==> src/rtl/rrr_pkg.sv <==
// Shared widths, payload types and constants of the ray reflect/refract unit.
package rrr_pkg;

	localparam int VW      = 16;
	localparam int PR_W    = 32;
	localparam int D_W     = 33;
	localparam int M_W     = 49;
	localparam int REFL_W  = 23;
	localparam int RV_W    = 51;
	localparam int SV_W    = 50;
	localparam int S28_W   = 34;
	localparam int ETA_W   = 17;
	localparam int P_W     = 51;
	localparam int PERP_W  = 30;
	localparam int PP_W    = 60;
	localparam int LEN_W   = 57;
	localparam int ONE_SH  = 40;
	localparam int SQ_W    = 29;
	localparam int X_W     = 2 * SQ_W;
	localparam int REM_W   = SQ_W + 3;
	localparam int SN_W    = 46;
	localparam int FV_W    = 47;
	localparam int RES_W   = 27;
	localparam int FRAC_SH = 20;
	localparam int PIPE_DEPTH = 7 + SQ_W + 2;

	localparam logic CMD_REFLECT = 1'b0;
	localparam logic CMD_REFRACT = 1'b1;

	localparam logic signed [RES_W-1:0] SAT_MAX = RES_W'(32767);
	localparam logic signed [RES_W-1:0] SAT_MIN = -RES_W'(32768);

	typedef struct packed {
		logic                           cmd;
		logic [2:0][REFL_W-1:0]         refl;
		logic [2:0][PERP_W-1:0]         perp;
		logic [2:0][VW-1:0]             nrm;
	} side_t;

endpackage

==> src/rtl/rrr_back.sv <==
// Back pipeline: refracted direction, command select, saturation and output register.
module rrr_back (
	input  logic                          clk,
	input  logic                          arst_n,
	input  logic                          en,
	input  logic                          in_valid,
	input  logic [rrr_pkg::SQ_W-1:0]      root,
	input  rrr_pkg::side_t                in_side,
	output logic                          valid,
	output logic signed [rrr_pkg::VW-1:0] out_x,
	output logic signed [rrr_pkg::VW-1:0] out_y,
	output logic signed [rrr_pkg::VW-1:0] out_z,
	output logic                          saturated
);

	logic vld_s1, vld_s2;
	logic cmd_s1;
	logic signed [rrr_pkg::SN_W-1:0]   prod_s1 [3];
	logic signed [rrr_pkg::PERP_W-1:0] perp_s1 [3];
	logic signed [rrr_pkg::REFL_W-1:0] refl_s1 [3];
	logic signed [rrr_pkg::VW-1:0]     res_s2  [3];
	logic                              sat_s2;

	logic signed [rrr_pkg::FV_W-1:0]  fv  [3];
	logic signed [rrr_pkg::RES_W-1:0] sel [3];
	logic signed [rrr_pkg::VW-1:0]    clp [3];
	logic                             sat_c;

	always_comb begin
		sat_c = 1'b0;
		for (int i = 0; i < 3; i++) begin
			fv[i] = (rrr_pkg::FV_W'(perp_s1[i]) <<< 14) - rrr_pkg::FV_W'(prod_s1[i]);
			if (cmd_s1 == rrr_pkg::CMD_REFRACT) begin
				sel[i] = fv[i][rrr_pkg::FV_W-1:rrr_pkg::FRAC_SH];
			end else begin
				sel[i] = rrr_pkg::RES_W'(refl_s1[i]);
			end
			if (sel[i] > rrr_pkg::SAT_MAX) begin
				clp[i] = rrr_pkg::SAT_MAX[rrr_pkg::VW-1:0];
				sat_c  = 1'b1;
			end else if (sel[i] < rrr_pkg::SAT_MIN) begin
				clp[i] = rrr_pkg::SAT_MIN[rrr_pkg::VW-1:0];
				sat_c  = 1'b1;
			end else begin
				clp[i] = sel[i][rrr_pkg::VW-1:0];
			end
		end
	end

	always_ff @(posedge clk or negedge arst_n) begin
		if (!arst_n) begin
			vld_s1 <= 1'b0;
			vld_s2 <= 1'b0;
		end else if (en) begin
			vld_s1 <= in_valid;
			vld_s2 <= vld_s1;
		end
	end

	always_ff @(posedge clk) begin
		if (en) begin
			cmd_s1 <= in_side.cmd;
			for (int i = 0; i < 3; i++) begin
				perp_s1[i] <= in_side.perp[i];
				refl_s1[i] <= in_side.refl[i];
				prod_s1[i] <= rrr_pkg::SN_W'($signed({1'b0, root}))
					* rrr_pkg::SN_W'($signed(in_side.nrm[i]));
			end
			for (int i = 0; i < 3; i++) begin
				res_s2[i] <= clp[i];
			end
			sat_s2 <= sat_c;
		end
	end

	assign valid     = vld_s2;
	assign out_x     = res_s2[0];
	assign out_y     = res_s2[1];
	assign out_z     = res_s2[2];
	assign saturated = sat_s2;

endmodule

==> config.mk <==
export PLATFORM = sky130hd
export DESIGN_NAME = rrr_back
export DESIGN_NICKNAME = d
export VERILOG_FILES = /design/src/rtl/rrr_pkg.sv /design/src/rtl/rrr_back.sv
export SDC_FILE = /design/constraint.sdc
export NUM_CORES = 2
export LEC_CHECK = 0
export ABC_CLOCK_PERIOD_IN_PS = 7500
export BUFFER_PORTS_ARGS = -buffer_cell sky130_fd_sc_hd__buf_2
export CAP_MARGIN = 5
export CORE_ASPECT_RATIO = 2
export CORE_MARGIN = 2
export CORE_UTILIZATION = 55
export DETAILED_ROUTE_END_ITERATION = 7
export GPL_TIMING_DRIVEN = 0
export PLACE_DENSITY_LB_ADDON = 0.05
export SYNTH_ARGS = -nofsm -noshare
export SYNTH_HDL_FRONTEND = slang
export SYNTH_SLANG_ARGS = --single-unit
==> constraint.sdc <==
create_clock -name clk -period 7.5 [get_ports clk]
set_input_delay 0.375 -clock clk [delete_from_list [all_inputs] [get_ports clk]]
set_output_delay 0.375 -clock clk [all_outputs]
set_load 0.1 [all_outputs]
Word-level counts from Yosys, hierarchy flattened
Memories as Yosys holds them, arrays and structs flattened.
Index checks and enable logic that the tools add are counted.
- add/sub/neg operators: 3
- $mul: 3
- order comparisons: 6
- mux-type cells: 12
- reduce and logical (&&, ||, !) cells: 1
- operators with widths (operator ; count):
    $sub A44 B46 Y47 ; 3
    $mul A30 B16 Y46 ; 3
    $mux W16 ; 6
    $gt A27 B16 Y1 const B ; 3
    $lt A27 B16 Y1 const B ; 3
    $mux W27 ; 3
    $reduce_or A5 Y1 ; 1
    $mux W1 ; 3
- bits in registers: 4
- bits in writable memories: 345
- input port bits: 241
- output and inout port bits: 50
- word-level logic and storage cells: 33
- memories kept: 4
- memories (memory ; words ; bits a word ; rd ports ; clocked after memory_dff ; write ports ; line ; source):
    prod_s1 ; 3 ; 46 ; 3 ; 0 ; 3 ; rrr_back.sv:18 ; logic signed [rrr_pkg::SN_W-1:0] prod_s1 [3];
    perp_s1 ; 3 ; 30 ; 3 ; 0 ; 3 ; rrr_back.sv:19 ; logic signed [rrr_pkg::PERP_W-1:0] perp_s1 [3];
    refl_s1 ; 3 ; 23 ; 3 ; 0 ; 3 ; rrr_back.sv:20 ; logic signed [rrr_pkg::REFL_W-1:0] refl_s1 [3];
    res_s2 ; 3 ; 16 ; 3 ; 0 ; 3 ; rrr_back.sv:21 ; logic signed [rrr_pkg::VW-1:0] res_s2 [3];

Longest topological paths before layout
- depth after elaboration: 5
- depth in mapped cells: 28
- gate-level depth less buffers: 27

Worst setup path before layout
No wires, ideal clock.
- kind: input port to flip-flop
- start point: input root[10] (netlist bit)
- end point: memory prod_s1[0][89] (netlist bit) (data pin)
- library setup time: 0.272 ns
- arrival: 7.066 ns
- required time: 7.228 ns
- setup slack: 0.162 ns
- stages on the path: 24
- path buffers: 2
- cells stage by stage: clkbuf_1 -> clkbuf_1 -> nand2_1 -> fa_1 -> fa_1 -> fa_1 -> fa_1 -> inv_1 -> fa_1 -> fa_1 -> ha_1 -> a21o_1 -> a21o_1 -> a21o_1 -> a21o_1 -> a21o_1 -> a31oi_1 -> o21a_1 -> a211oi_1 -> or2_2 -> a31oi_1 -> o21ai_0 -> nor4b_1 -> or4_1
- RTL lines (element ; line ; source):
    from (decl) ; rrr_back.sv:7 ; input logic [rrr_pkg::SQ_W-1:0] root,
    to (decl) ; rrr_back.sv:18 ;

==> summary.txt <==
STA
  – Tightest Pin Transition: 1.38 ns
  – Fin. max-slew vios: 0
  – Fin crit period: ~7.5 ns
  – Hold Vio Cnt, Final: 0
  – Clock Skews: 0.0138 ns
  – Crit share post-route: 99.4%
  – Slew HR: approximately 7.7%
  – Fin Hold WS: 0.0978 ns
  – Final setup fails: 0
  – FMAX: approximately 130 MHz

Floorplanning
  – Die area: 0.115 sq mm
  – Rows: roughly 170
  – CORE AREA: approximately 0.11 sq mm
  – Width of the die: about 240 um
  – Initial Utilization: a little under three fifths
  – Boundary Pins: ~290
  – Chip Height: between 400 and 500 um

Run
  – Max-cap viol count: 0

Synth
  – Synth top area share: about 37%
  – Ys async rst share: less than 1%
  – Yosys warning count: 0
  – Syn_area_per_cell: ~9.5 sq um
  – Synth Net Count: roughly 8400
  – Synth area leaders: fa_1 (37%), edfxtp_1 (17%), ha_1 (11%)
  – Post-synthesis register bit count: ~350
  – Mapped Cells: roughly 6500
  – Number of flops mapped to enable cells by yosys: 347
  – Yosys cell types: 93
  – Synthesized cell area: 0.0616 sq mm
  – Ys flop type: edfxtp_1
  – Sequential area share after synthesis: ~17%
  – Synth area leader: fa_1

CTS
  – H-tree Lvls: 1
  – Clk Latency, worst-skew pair: 0.59 ns
  – Clk slew on worst S/H paths: 0.07 ns
  – Sink Count: approximately 350
  – CTS tree: built
  – CTS Buf Count: 27
  – Clock buffer depth: 3
  – Root Buffer Master: clkbuf_16

Worst setup path
  – Worst path cell trace: clkbuf_2, buf_2, nand2_1, fa_1, fa_1, inv_1, fa_1, fa_1, fa_1, inv_1, fa_1, inv_1, ha_1, nand4_1, o311ai_4, a21oi_1, o21ai_1, nand3_1, a31oi_2, a41oi_1, nand2_1, a21oi_1, xnor2_1
  – CP Data Arrival Time: between 7 and 8 ns
  – CP required: about 8 ns
  – CP dominant cell by count: fa_1
  – Crit Path Category: in2reg
  – CP Capture Type: flop
  – Worst R2R Setup Slack: between 2 and 3 ns
  – CP max-delay cell: xnor2_1
  – Critical path peak fanout: 10
  – Crit path largest cell delay: 0.56 ns
  – CP startpoint kind: primary input

Placement
  – DP Area: about 0.065 sq mm
  – Routability congestion estimate: 1.01
  – DP HPWL: 179 mm
  – I/O Buffers: ~220

Outcome
  – Status: finished clean

Route
  – DRT iter0 DRCs: around 2700
  – Final ANT Viol Nets: 0
  – Detailed-route via count: 47300
  – DRT Wirelength: roughly 220 mm
  – Vias/cell: 5.61
  – WL/cell: between 20 and 30 um
  – DR pass1 iterations: 6
  – Residual DRC count: 0

GRT
  – GR Overflow Total: 0
  – Initial antenna violation count: 32
  – Global-route wire length before repair: between 300 and 400 mm
  – Total track usage: 38.1%
  – Vias in the first global route: 50700
  – Largest net degree at the start of global routing: ~130

Layout
  – Layout cells sized above 1: under 10%
  – Post-route cell area: approximately 0.069 sq mm
  – Area growth, synth to finish: 11.1%
  – Nets: around 8800
  – Filler Cell Count: 9787

Min path
  – Hold crit path type: in2async
critical path, delay by kind of cell:
family | cells | cell delay [ns]
fa+ha+maj | 7 | 3.37
compound gates | 6 | 1.73
buf+inv | 5 | 0.95
simple gates | 4 | 0.75
xor+xnor | 1 | 0.56
state kept, by name, indices dropped and copies added (netlist names):
register   cells
prod_s1      138
perp_s1       90
refl_s1       69
res_s2        48
cmd_s1         1
saturated      1
valid          1
vld_s1         1
worst paths after layout:
check | startpoint | to | cells past startpoint
setup / recovery | in_side[45] | prod_s1[0][134] | 23
hold / removal | arst_n | vld_s1 | 2
setup reg to reg | prod_s1[0][107] | saturated | 16
hold reg to reg | valid | valid | 1
max in group asynchronous | arst_n | valid | 2
min in group clk | en | perp_s1[0][44] | 1
layout by cell type (no fill, tap or decap), types with 29 or more instances in the layout:
master and count:
a21o_1 92, a21oi_1 158, and2_1 602, buf_2 235, buf_4 32, clkbuf_1 106
clkbuf_16 29, clkbuf_2 83, dlygate4sd3_1 162, edfxtp_1 347, fa_1 1122, ha_1 537
inv_1 1506, nand2_1 814, nand2b_1 48, nand3_1 41, nor2_1 171, nor2b_1 41
nor3_1 35, o21ai_0 85, o21bai_1 29, xnor2_1 112, xor2_1 53
cells by family after synthesis:
| group | after synthesis | share of synthesized area [%] |
|---|---|---|
| flip-flops | 349 | 17.0 |
| adder cells (fa/ha/maj) | 1668 | 47.6 |
| XOR/XNOR | 178 | 2.53 |
| AO/OA/AOI/OAI | 577 | 6.35 |
| AND/OR/NAND/NOR | 1861 | 14.9 |
| buffers and inverters | 1822 | 11.1 |
| multiplexers | 32 | 0.540 |
per-layer routing:
| layer | track usage, % | share of wire (%) |
|---|---|---|
| met5 | 0 | 0.037 |
| met4 | 35.5 | 12 |
| met3 | 5.97 | 6.7 |
| met2 | 66.4 | 50 |
| met1 | 38.3 | 32 |
final cells by class:
class / count / area, sq um / area share [%]
multi-input combinational: 4316 / 44600 / 65.1
sequential: 349 / 10500 / 15.3
inverter: 1508 / 5660 / 8.26
timing repair buffer: 396 / 2900 / 4.23
buffer: 314 / 2090 / 3.06
tap: 1487 / 1860 / 2.72
clock buffer: 30 / 687 / 1.00
clock inverter: 17 / 220 / 0.321
antenna: 17 / 42.5 / 0.0621
through the flow:
step	std cells	setup TNS, ns	utilization (%)	worst slack [ns]
floorplan	6487	0	-	0.162
global placement	8190	-90.91	58.2	-2.22
detailed placement	8192	-95.89	58.2	-2.29
CTS	8400	-0.0175	61.1	-0.0175
global route	8423	-0.118	61.7	-0.0759
finish	8434	0	61.7	0.0465
what timing repair did:
action / CTS / global route
endpoints found under the hold margin: 162 / 1
endpoints found under the setup margin: 64 / 26
hold buffers: 161 / 1
resized for setup: 266 / 340
setup buffers: 0 / 16
pin swaps: 2 / 19
synthesized netlist by cell type, types with 6 or more instances:
cell type and instances:
mux2i_1 22, nor2_1 172, o21ai_0 90, edfxtp_1 347, nand2b_1 48, o21ai_2 8
o21bai_1 29, and4_1 6, a221o_1 7, nand4_1 24, or2_2 9, fa_1 1128
nor3_1 36, mux2_2 10, a211oi_1 13, xor2_1 56, a21oi_1 160, nand3_1 41
nand2_1 814, a21oi_2 14, xnor2_1 122, o21a_1 27, and2_1 602, a41oi_1 6
a21o_1 92, nor4_1 18, ha_1 540, o31ai_1 7, or3_1 8, a31oi_1 24
and3_1 16, o211ai_1 7, o21ai_1 9, nor2b_1 41, clkbuf_1 302, a21boi_0 14
inv_1 1507, nand3b_1 6
Power is not shown: default switching activity piles up to over one toggle a cycle in this logic, so the estimate is an artifact.
